--- config.mk ---
export PLATFORM = sky130hd
export DESIGN_NAME = cursor_line_editor_unit
export DESIGN_NICKNAME = d
export VERILOG_FILES = /design/src/hdl/cle_pkg.sv /design/src/hdl/cle_ram.sv /design/src/hdl/cle_front.sv /design/src/hdl/cle_queue.sv /design/src/hdl/cle_back.sv /design/src/hdl/cursor_line_editor_unit.sv
export SDC_FILE = /design/constraint.sdc
export NUM_CORES = 1
export LEC_CHECK = 0
export ABC_AREA = 1
export BUFFER_PORTS_ARGS = -buffer_cell sky130_fd_sc_hd__buf_2
export CAP_MARGIN = 20
export CORE_MARGIN = 8
export CORE_UTILIZATION = 43
export DETAILED_ROUTE_END_ITERATION = 10
export PLACE_DENSITY_LB_ADDON = 0.1
export SLEW_MARGIN = 15
export SYNTH_ARGS = -nofsm -noshare
export SYNTH_HDL_FRONTEND = slang
export SYNTH_HIERARCHICAL = 1
export SYNTH_SLANG_ARGS = --single-unit
--- constraint.sdc ---
create_clock -name clk -period 4 [get_ports clk]
set_input_delay 0.8 -clock clk [delete_from_list [all_inputs] [get_ports clk]]
set_output_delay 0.8 -clock clk [all_outputs]
set_load 0.005 [all_outputs]
--- src/hdl/cle_pkg.sv ---
// Shared types and constants for the cursor line editor.
package cle_pkg;

    localparam int KeyW    = 8;
    localparam int LenW    = 6;
    localparam int LimW    = LenW + 1;
    localparam int CfgIdxW = 3;
    localparam int DataW   = 16;
    localparam int PadW    = DataW - KeyW - LenW;

    typedef enum logic [CfgIdxW-1:0] {
        CFG_BACKSPACE = 3'd0,
        CFG_LEFT      = 3'd1,
        CFG_RIGHT     = 3'd2,
        CFG_ENDLINE   = 3'd3,
        CFG_LIMIT     = 3'd4
    } cfg_idx_t;

    typedef enum logic [2:0] {
        OP_BACKSPACE,
        OP_LEFT,
        OP_RIGHT,
        OP_ENDLINE,
        OP_CHAR
    } op_t;

    typedef enum logic [1:0] {
        KIND_NONE   = 2'd0,
        KIND_WRITE  = 2'd1,
        KIND_INSERT = 2'd2,
        KIND_LINE   = 2'd3
    } kind_t;

    typedef struct packed {
        op_t             op;
        logic [KeyW-1:0] key;
    } cmd_t;

    localparam logic [KeyW-1:0] RstBackspace = 8'd8;
    localparam logic [KeyW-1:0] RstLeft      = 8'd17;
    localparam logic [KeyW-1:0] RstRight     = 8'd18;
    localparam logic [KeyW-1:0] RstEndline   = 8'd10;
    localparam logic [LenW-1:0] RstLimit     = 6'd32;

endpackage

--- src/hdl/cle_ram.sv ---
// Generic single-write, single-read RAM with registered read data.
module cle_ram #(
    parameter int WIDTH = 8,
    parameter int DEPTH = 32
) (
    input  logic                     clk,
    input  logic                     we,
    input  logic [$clog2(DEPTH)-1:0] waddr,
    input  logic [WIDTH-1:0]         wdata,
    input  logic                     re,
    input  logic [$clog2(DEPTH)-1:0] raddr,
    output logic [WIDTH-1:0]         rdata
);

    logic [WIDTH-1:0] mem_reg [DEPTH];
    logic [WIDTH-1:0] rdata_reg;

    always_ff @(posedge clk)
    begin
        if (we)
        begin
            mem_reg[waddr] <= wdata;
        end
        if (re)
        begin
            rdata_reg <= mem_reg[raddr];
        end
    end

    assign rdata = rdata_reg;

endmodule

--- src/hdl/cle_front.sv ---
// Front end: configuration registers and key classification.
module cle_front #(
    parameter int LINE_MAX = 32
) (
    input  logic                              clk,
    input  logic                              rst_n,
    input  logic                              cfg_valid,
    output logic                              cfg_ready,
    input  logic [cle_pkg::CfgIdxW-1:0]       cfg_index,
    input  logic [cle_pkg::KeyW-1:0]          cfg_data,
    input  logic                              s_tvalid,
    output logic                              s_tready,
    input  logic [cle_pkg::KeyW-1:0]          s_tdata,
    output logic                              push_valid,
    input  logic                              push_ready,
    output cle_pkg::cmd_t                     push_cmd,
    output logic [$clog2(LINE_MAX+1)-1:0]     eff_limit
);
    import cle_pkg::*;

    localparam int CW = $clog2(LINE_MAX + 1);

    logic [KeyW-1:0] bs_code_reg;
    logic [KeyW-1:0] left_code_reg;
    logic [KeyW-1:0] right_code_reg;
    logic [KeyW-1:0] end_code_reg;
    logic [LenW-1:0] limit_reg;
    logic [LenW-1:0] lim_clamped;
    op_t             op;

    assign cfg_ready = 1'b1;

    always_ff @(posedge clk or negedge rst_n)
    begin
        if (!rst_n)
        begin
            bs_code_reg    <= RstBackspace;
            left_code_reg  <= RstLeft;
            right_code_reg <= RstRight;
            end_code_reg   <= RstEndline;
            limit_reg      <= RstLimit;
        end
        else if (cfg_valid)
        begin
            case (cfg_index)
                CFG_BACKSPACE: bs_code_reg    <= cfg_data;
                CFG_LEFT:      left_code_reg  <= cfg_data;
                CFG_RIGHT:     right_code_reg <= cfg_data;
                CFG_ENDLINE:   end_code_reg   <= cfg_data;
                CFG_LIMIT:     limit_reg      <= cfg_data[LenW-1:0];
                default:       ;
            endcase
        end
    end

    // zero acts as one, anything beyond the store depth is clamped
    always_comb
    begin
        if (limit_reg == '0)
        begin
            lim_clamped = LenW'(1);
        end
        else if ({1'b0, limit_reg} > LimW'(LINE_MAX))
        begin
            lim_clamped = LenW'(LINE_MAX);
        end
        else
        begin
            lim_clamped = limit_reg;
        end
    end

    assign eff_limit = CW'(lim_clamped);

    // first match wins: backspace, left, right, end of line
    always_comb
    begin
        if (s_tdata == bs_code_reg)
        begin
            op = OP_BACKSPACE;
        end
        else if (s_tdata == left_code_reg)
        begin
            op = OP_LEFT;
        end
        else if (s_tdata == right_code_reg)
        begin
            op = OP_RIGHT;
        end
        else if (s_tdata == end_code_reg)
        begin
            op = OP_ENDLINE;
        end
        else
        begin
            op = OP_CHAR;
        end
    end

    assign s_tready     = push_ready;
    assign push_valid   = s_tvalid;
    assign push_cmd.op  = op;
    assign push_cmd.key = s_tdata;

endmodule

--- src/hdl/cle_queue.sv ---
// Two-entry command queue between front and back end.
module cle_queue (
    input  logic          clk,
    input  logic          rst_n,
    input  logic          in_valid,
    output logic          in_ready,
    input  cle_pkg::cmd_t in_cmd,
    output logic          out_valid,
    input  logic          out_ready,
    output cle_pkg::cmd_t out_cmd
);
    import cle_pkg::*;

    cmd_t       slot_reg [2];
    logic       wr_ptr_reg;
    logic       rd_ptr_reg;
    logic [1:0] fill_reg;
    logic       push;
    logic       pop;

    assign in_ready  = (fill_reg != 2'd2);
    assign out_valid = (fill_reg != 2'd0);
    assign out_cmd   = slot_reg[rd_ptr_reg];
    assign push      = in_valid && in_ready;
    assign pop       = out_valid && out_ready;

    always_ff @(posedge clk)
    begin
        if (push)
        begin
            slot_reg[wr_ptr_reg] <= in_cmd;
        end
    end

    always_ff @(posedge clk or negedge rst_n)
    begin
        if (!rst_n)
        begin
            wr_ptr_reg <= 1'b0;
            rd_ptr_reg <= 1'b0;
            fill_reg   <= 2'd0;
        end
        else
        begin
            if (push)
            begin
                wr_ptr_reg <= ~wr_ptr_reg;
            end
            if (pop)
            begin
                rd_ptr_reg <= ~rd_ptr_reg;
            end
            if (push && !pop)
            begin
                fill_reg <= fill_reg + 2'd1;
            end
            else if (pop && !push)
            begin
                fill_reg <= fill_reg - 2'd1;
            end
        end
    end

endmodule

--- src/hdl/cle_back.sv ---
// Back end: line store, cursor bookkeeping, tail shifting and line output.
module cle_back #(
    parameter int LINE_MAX = 32
) (
    input  logic                          clk,
    input  logic                          rst_n,
    input  logic                          cmd_valid,
    output logic                          cmd_ready,
    input  cle_pkg::cmd_t                 cmd,
    input  logic [$clog2(LINE_MAX+1)-1:0] eff_limit,
    output logic                          m_tvalid,
    input  logic                          m_tready,
    output logic [cle_pkg::DataW-1:0]     m_tdata,
    output logic [1:0]                    m_tuser,
    output logic                          m_tlast
);
    import cle_pkg::*;

    localparam int CW = $clog2(LINE_MAX + 1);
    localparam int AW = $clog2(LINE_MAX);

    typedef enum logic [2:0] {
        S_IDLE,
        S_SHIFT_RD,
        S_SHIFT_WR,
        S_PUT,
        S_ECHO,
        S_DUMP_RD,
        S_DUMP_OUT
    } state_t;

    state_t          state_reg;
    logic [CW-1:0]   count_reg;
    logic [CW-1:0]   cursor_reg;
    logic [CW-1:0]   idx_reg;
    logic [CW-1:0]   stop_reg;
    logic [CW-1:0]   len_reg;
    logic            up_reg;
    logic            end_reg;
    logic [KeyW-1:0] key_reg;
    kind_t           kind_reg;

    logic            out_valid_reg;
    kind_t           out_kind_reg;
    logic [KeyW-1:0] out_char_reg;
    logic [LenW-1:0] out_len_reg;
    logic            out_last_reg;

    logic            slot_free;
    logic            out_load;
    logic            closing;
    logic [CW-1:0]   src_idx;
    logic            ram_we;
    logic            ram_re;
    logic [AW-1:0]   ram_waddr;
    logic [AW-1:0]   ram_raddr;
    logic [KeyW-1:0] ram_wdata;
    logic [KeyW-1:0] ram_rdata;

    cle_ram #(
        .WIDTH(KeyW),
        .DEPTH(LINE_MAX)
    ) u_store (
        .clk  (clk),
        .we   (ram_we),
        .waddr(ram_waddr),
        .wdata(ram_wdata),
        .re   (ram_re),
        .raddr(ram_raddr),
        .rdata(ram_rdata)
    );

    assign slot_free = !out_valid_reg || m_tready;
    assign out_load  = slot_free && ((state_reg == S_ECHO) || (state_reg == S_DUMP_OUT));
    assign cmd_ready = (state_reg == S_IDLE);
    assign closing   = end_reg || (count_reg >= eff_limit);
    assign src_idx   = up_reg ? idx_reg + 1'b1 : idx_reg - 1'b1;

    // one element moves per read/write pair on the single read port
    always_comb
    begin
        ram_re    = (state_reg == S_SHIFT_RD) || (state_reg == S_DUMP_RD);
        ram_raddr = (state_reg == S_SHIFT_RD) ? src_idx[AW-1:0] : idx_reg[AW-1:0];
        ram_we    = (state_reg == S_SHIFT_WR) || (state_reg == S_PUT);
        ram_waddr = idx_reg[AW-1:0];
        ram_wdata = (state_reg == S_PUT) ? key_reg : ram_rdata;
    end

    always_ff @(posedge clk or negedge rst_n)
    begin
        if (!rst_n)
        begin
            state_reg     <= S_IDLE;
            count_reg     <= '0;
            cursor_reg    <= '0;
            idx_reg       <= '0;
            stop_reg      <= '0;
            len_reg       <= '0;
            up_reg        <= 1'b0;
            end_reg       <= 1'b0;
            key_reg       <= '0;
            kind_reg      <= KIND_NONE;
            out_valid_reg <= 1'b0;
            out_kind_reg  <= KIND_NONE;
            out_char_reg  <= '0;
            out_len_reg   <= '0;
            out_last_reg  <= 1'b0;
        end
        else
        begin
            if (out_valid_reg && m_tready && !out_load)
            begin
                out_valid_reg <= 1'b0;
            end
            case (state_reg)
                S_IDLE:
                begin
                    if (cmd_valid)
                    begin
                        key_reg <= cmd.key;
                        end_reg <= (cmd.op == OP_ENDLINE);
                        case (cmd.op)
                            OP_BACKSPACE:
                            begin
                                if (cursor_reg != '0)
                                begin
                                    cursor_reg <= cursor_reg - 1'b1;
                                    count_reg  <= count_reg - 1'b1;
                                    kind_reg   <= KIND_WRITE;
                                    // close the gap from the new cursor upward
                                    if (cursor_reg != count_reg)
                                    begin
                                        idx_reg   <= cursor_reg - 1'b1;
                                        stop_reg  <= count_reg - CW'(2);
                                        up_reg    <= 1'b1;
                                        state_reg <= S_SHIFT_RD;
                                    end
                                    else
                                    begin
                                        state_reg <= S_ECHO;
                                    end
                                end
                                else
                                begin
                                    kind_reg  <= KIND_NONE;
                                    state_reg <= S_ECHO;
                                end
                            end
                            OP_LEFT:
                            begin
                                state_reg <= S_ECHO;
                                if (cursor_reg != '0)
                                begin
                                    cursor_reg <= cursor_reg - 1'b1;
                                    kind_reg   <= KIND_WRITE;
                                end
                                else
                                begin
                                    kind_reg <= KIND_NONE;
                                end
                            end
                            OP_RIGHT:
                            begin
                                state_reg <= S_ECHO;
                                if (cursor_reg < count_reg)
                                begin
                                    cursor_reg <= cursor_reg + 1'b1;
                                    kind_reg   <= KIND_WRITE;
                                end
                                else
                                begin
                                    kind_reg <= KIND_NONE;
                                end
                            end
                            OP_ENDLINE:
                            begin
                                idx_reg    <= count_reg;
                                count_reg  <= count_reg + 1'b1;
                                cursor_reg <= cursor_reg + 1'b1;
                                kind_reg   <= KIND_NONE;
                                state_reg  <= S_PUT;
                            end
                            OP_CHAR:
                            begin
                                count_reg  <= count_reg + 1'b1;
                                cursor_reg <= cursor_reg + 1'b1;
                                if (cursor_reg < count_reg)
                                begin
                                    // open a gap at the cursor, top element first
                                    kind_reg  <= KIND_INSERT;
                                    idx_reg   <= count_reg;
                                    stop_reg  <= cursor_reg + 1'b1;
                                    up_reg    <= 1'b0;
                                    state_reg <= S_SHIFT_RD;
                                end
                                else
                                begin
                                    kind_reg  <= KIND_WRITE;
                                    idx_reg   <= cursor_reg;
                                    state_reg <= S_PUT;
                                end
                            end
                            default:
                            begin
                                kind_reg  <= KIND_NONE;
                                state_reg <= S_ECHO;
                            end
                        endcase
                    end
                end
                S_SHIFT_RD:
                begin
                    state_reg <= S_SHIFT_WR;
                end
                S_SHIFT_WR:
                begin
                    idx_reg <= src_idx;
                    if (idx_reg == stop_reg)
                    begin
                        // a downward shift ends with idx on the insert place
                        state_reg <= up_reg ? S_ECHO : S_PUT;
                    end
                    else
                    begin
                        state_reg <= S_SHIFT_RD;
                    end
                end
                S_PUT:
                begin
                    state_reg <= S_ECHO;
                end
                S_ECHO:
                begin
                    if (slot_free)
                    begin
                        out_valid_reg <= 1'b1;
                        out_kind_reg  <= kind_reg;
                        out_char_reg  <= (kind_reg == KIND_NONE) ? '0 : key_reg;
                        out_len_reg   <= '0;
                        out_last_reg  <= !(closing && count_reg != '0);
                        state_reg     <= (closing && count_reg != '0) ? S_DUMP_RD : S_IDLE;
                        if (closing)
                        begin
                            len_reg    <= count_reg;
                            count_reg  <= '0;
                            cursor_reg <= '0;
                            idx_reg    <= '0;
                        end
                    end
                end
                S_DUMP_RD:
                begin
                    state_reg <= S_DUMP_OUT;
                end
                S_DUMP_OUT:
                begin
                    if (slot_free)
                    begin
                        out_valid_reg <= 1'b1;
                        out_kind_reg  <= KIND_LINE;
                        out_char_reg  <= ram_rdata;
                        out_len_reg   <= LenW'(len_reg);
                        out_last_reg  <= (idx_reg + 1'b1 == len_reg);
                        if (idx_reg + 1'b1 == len_reg)
                        begin
                            state_reg <= S_IDLE;
                        end
                        else
                        begin
                            idx_reg   <= idx_reg + 1'b1;
                            state_reg <= S_DUMP_RD;
                        end
                    end
                end
                default:
                begin
                    state_reg <= S_IDLE;
                end
            endcase
        end
    end

    assign m_tvalid = out_valid_reg;
    assign m_tdata  = {PadW'(0), out_len_reg, out_char_reg};
    assign m_tuser  = out_kind_reg;
    assign m_tlast  = out_last_reg;

    a_cursor_in_line: assert property (@(posedge clk) disable iff (!rst_n)
        cursor_reg <= count_reg)
        else $error("cursor beyond end of line");

    a_open_line_fits: assert property (@(posedge clk) disable iff (!rst_n)
        state_reg == S_IDLE |-> count_reg < CW'(LINE_MAX))
        else $error("open line fills the store");

    a_line_byte_len: assert property (@(posedge clk) disable iff (!rst_n)
        out_valid_reg && out_kind_reg == KIND_LINE |-> out_len_reg != '0)
        else $error("line byte with zero length");

    a_close_clears: assert property (@(posedge clk) disable iff (!rst_n)
        state_reg == S_DUMP_RD |-> count_reg == '0 && cursor_reg == '0)
        else $error("line state not cleared while emitting");

endmodule

--- src/hdl/cursor_line_editor_unit.sv ---
// Top level of the cursor line editor.
// Each key request is classified against the four configured key codes and
// queued (two entries); the back end then edits a line store held in a
// single-port-read RAM. A move or ignored key goes from idle straight to its
// echo, an append first writes the store; an insert or backspace first shifts
// the characters behind the cursor one at a time, because each
// move is one read and one write through the RAM's registered read port.
// When a line closes (end-of-line key, or the count reaching line_limit)
// every stored character follows the echo, each one read from the store
// and then put on the output. A stalled output holds the back end;
// the front keeps taking keys until the queue is full. No clearing pass
// after reset. Configuration may be written only while the block is idle.
module cursor_line_editor_unit #(
    parameter int LINE_MAX = 32
) (
    input  logic                          clk,
    input  logic                          rst_n,
    input  logic                          cfg_valid,
    output logic                          cfg_ready,
    input  logic [cle_pkg::CfgIdxW-1:0]   cfg_index,
    input  logic [cle_pkg::KeyW-1:0]      cfg_data,
    input  logic                          s_tvalid,
    output logic                          s_tready,
    input  logic [cle_pkg::KeyW-1:0]      s_tdata,   // [7:0] key_code
    output logic                          m_tvalid,
    input  logic                          m_tready,
    output logic [cle_pkg::DataW-1:0]     m_tdata,   // [7:0] char_value, [13:8] line_length
    output logic [1:0]                    m_tuser,   // [1:0] kind
    output logic                          m_tlast
);
    import cle_pkg::*;

    localparam int CW = $clog2(LINE_MAX + 1);

    cmd_t          push_cmd;
    cmd_t          pop_cmd;
    logic          push_valid;
    logic          push_ready;
    logic          pop_valid;
    logic          pop_ready;
    logic [CW-1:0] eff_limit;

    cle_front #(
        .LINE_MAX(LINE_MAX)
    ) u_front (
        .clk       (clk),
        .rst_n     (rst_n),
        .cfg_valid (cfg_valid),
        .cfg_ready (cfg_ready),
        .cfg_index (cfg_index),
        .cfg_data  (cfg_data),
        .s_tvalid  (s_tvalid),
        .s_tready  (s_tready),
        .s_tdata   (s_tdata),
        .push_valid(push_valid),
        .push_ready(push_ready),
        .push_cmd  (push_cmd),
        .eff_limit (eff_limit)
    );

    cle_queue u_queue (
        .clk      (clk),
        .rst_n    (rst_n),
        .in_valid (push_valid),
        .in_ready (push_ready),
        .in_cmd   (push_cmd),
        .out_valid(pop_valid),
        .out_ready(pop_ready),
        .out_cmd  (pop_cmd)
    );

    cle_back #(
        .LINE_MAX(LINE_MAX)
    ) u_back (
        .clk      (clk),
        .rst_n    (rst_n),
        .cmd_valid(pop_valid),
        .cmd_ready(pop_ready),
        .cmd      (pop_cmd),
        .eff_limit(eff_limit),
        .m_tvalid (m_tvalid),
        .m_tready (m_tready),
        .m_tdata  (m_tdata),
        .m_tuser  (m_tuser),
        .m_tlast  (m_tlast)
    );

endmodule
==> out/metrics.cfg <==
[outcome]
outcome = finished clean

[sta]
max_freq_mhz = 309
slew_violations = 0
clock_skew_ns = 0.0176
setup_viol = 0
max_slew_margin_pct = 31.7
tightest_slew_ns = 1.02
setup-tns-final_ns = 0
rsz0062_at_grt = no
hold_viol_final = 0
layout_min_cycle_time_ns = 3.23
min_period_over_period_pct = 80.8

[finish]
antenna_cells = 0
fillers = 4140
multi_input_area_um2 = 6320
design_area_um2 = 20900
drive_gt1_share_pct = 11.3
syn_to_final_growth_pct = 11.6
seq_area_um2 = 11200
largest_reg_flops = 256
num-nets-final = 2061

[critical_path]
reg2reg_slack_ns = 0.77
start_kind = flop
cp_data_required_time_ns = 4.32
crit_arrival_ns = 3.55
critical-path-slowest-cell = buf_4
rr_worst_depth = 12
r2r_end = u_back/u_store/rdata[6]$_DFFE_PP_
crit_start = u_back/idx_reg[0]$_DFFE_PN0P_
slowest_delay_ns = 0.61
crit_chain = inv_2, ha_1, xor2_1, o21ai_4, buf_4, nand3_1, nand3_1, nand2_1, nand2_1, nand2_1, nand2_1, nand2_1
critical_path_peak_fanout = 64
critPathKind = reg -> reg
cp_top_family = buffers and inverters
path_buf_inv = 2
cp-end-kind = flop
worstSetupPathDepth = 12
crit_top_cell = nand2_1
crit_end = u_back/u_store/rdata[6]$_DFFE_PP_
r2r_start = u_back/idx_reg[0]$_DFFE_PN0P_

[route]
wl_per_cell_um = 18.4
drtIter0Drc = 931
via_per_inst = 5.11
drc = 0
wl_met2_um = 22900
met3WireLength_um = 2580
vias = 13500
ant_nets = 0
routed_wl_um = 48500
top_layer = met4
met1_length_um = 21900
firstDrtPassIters = 5

[global_routing]
grt_util_all_layers_pct = 19.4
grt_first_pass_wirelength_um = 76600
grt-ovfl-total = 0
grt_pass1_vias = 13200
grt_max_degree = 93
antenna_found_initial = 2

[logic_synthesis]
async_reset_ff_share_pct = 26.9
synth_top_cell_area_share_pct = 45.9
synth_common_cells = 705 x nand2_1, 286 x edfxtp_1, 262 x nand3_1, 135 x inv_1, 104 x o21ai_0
yosysWarnings = 6
ys_types = 43
ys_seq_elements = 391
synthCells = 1969
synth_flop_cell = edfxtp_1
yosys.area.top_type = edfxtp_1
synth.area.top_cells = edfxtp_1 46%, nand2_1 14%, dfrtp_1 13%
synth_edf_count = 286
synth.most_common_cell = nand2_1
avgSynthCellArea_um2 = 9.50
ys_seq_area_share_pct = 60.0
syn_area_um2 = 18700

[clocking]
cts_buffers = 43
cts.clk_slew.worst_paths_ns = 0.06
cts_tree = yes
root_buffer = clkbuf_16
clkSinkCount = 391
post_cts_resized = 0
htreeDepth = 2
clk_latency_ns = 0.57
clk_path_buf_depth = 3
hold_buffers = 0
postCtsSetupBuffers = 0

[floorplanning]
die_w_um = 225
io_pins = 46
die-area_um2 = 50500
die_h_um = 225
initial_utilization_pct = 43.5
fp-row-count = 76
core_area_um2 = 43000

[power_and_ir_drop]
power_density_nw_per_um2 = 873
peakVddDrop_v = 0.000509
seq_power_share_pct = 32.8
p_sw_share_pct = 44.0
p_clk_share_pct = 21.6
p_leak_nw = 8.76
p_int_mw = 10.2
total_power_mw = 18.2
p_switching_mw = 8.03
p_comb_share_pct = 45.6

[placement]
dpl_cell_area_um2 = 19500
hpwlAfterDp_um = 32500
gp_congestion = 0.842
port_buffers = 42

[min_path]
hp-class = in -> async

[flow_run]
drv_cap = 0

-- how the worst min path moves through the flow --
stage	start	endpoint	slack, ns	cells after the start
CTS	rst_n	u_back/cursor_reg[4]$_DFFE_PN0P_	0.35	1
finish	rst_n	u_back/out_char_reg[3]$_DFFE_PN0P_	0.34	1
detailed placement	u_back/out_len_reg[4]$_DFFE_PN0P_	u_back/out_len_reg[4]$_DFFE_PN0P_	0.47	2
floorplan	u_back/len_reg[3]$_DFFE_PN0P_	u_back/len_reg[3]$_DFFE_PN0P_	0.45	2
global placement	u_back/out_char_reg[1]$_DFFE_PN0P_	u_back/out_char_reg[1]$_DFFE_PN0P_	0.47	2
global route	rst_n	u_back/out_char_reg[3]$_DFFE_PN0P_	0.40	1
-- worst register-to-register path, delay by kind of cell (launching register included) --
kind	cells	cell delay [ns]
XOR/XNOR	1	0.21
buffers and inverters	2	0.79
AND/OR/NAND/NOR	7	0.86
AO/OA/AOI/OAI	1	0.16
flip-flops	1	0.58
adder cells (fa/ha/maj)	1	0.39
-- power by group through the flow --
stage / sequential [mW] / combinational, mW / clock, mW
finish: 5.98 / 8.32 / 3.93
global route: 6.04 / 9.39 / 4.18
detailed placement: 6.04 / 8.36 / 0
CTS: 5.97 / 8.38 / 4.03
floorplan: 5.84 / 6.07 / 0
global placement: 6.05 / 8.27 / 0
-- layer usage --
layer / up-vias / global-route usage [%]
met3: 78 / 3.53
li1: 6602 / -
met1: 6446 / 26.1
met5: - / 0
met4: 0 / 5.91
met2: 328 / 31.6
-- cells in the final DEF (no fill, tap or decap), types with 20 or more instances in the layout --
master,n
nand2_1,705
o21ai_0,93
dfrtp_1,97
nor2_1,95
nand3_1,262
inv_1,135
buf_2,41
a21oi_1,20
edfxtp_1,286
ha_1,22
buf_4,41
clkbuf_16,44
-- stage by stage --
| step | hold WS (ns) | utilization, % | cells | worst slack (ns) |
|---|---|---|---|---|
| floorplan | 0.453 | - | 1970 | 1.23 |
| global placement | 0.468 | 45.2 | 2551 | 0.881 |
| detailed placement | 0.471 | 45.3 | 2553 | 0.825 |
| CTS | 0.354 | 48.6 | 2633 | 0.809 |
| global route | 0.402 | 48.6 | 2634 | 0.552 |
| finish | 0.344 | 48.6 | 2634 | 0.768 |
-- logic make-up after synthesis --
family                   synth area share, %
flip-flops                              60.0
XOR/XNOR                                1.82
buffers and inverters                   6.65
AND/OR/NAND/NOR                         25.3
other                                 0.0401
adder cells (fa/ha/maj)                 1.58
AO/OA/AOI/OAI                           4.61
-- final cells by class --
type                            instances  area share (%)
Clock buffer                           57            5.60
Multi-Input combinational cell       1336            30.3
Tap cell                              585            3.50
Sequential cell                       391            53.7
Timing Repair Buffer                   89            3.04
Inverter                              153            2.78
Clock inverter                         23            1.08
Power figures use the tool's default switching activity.
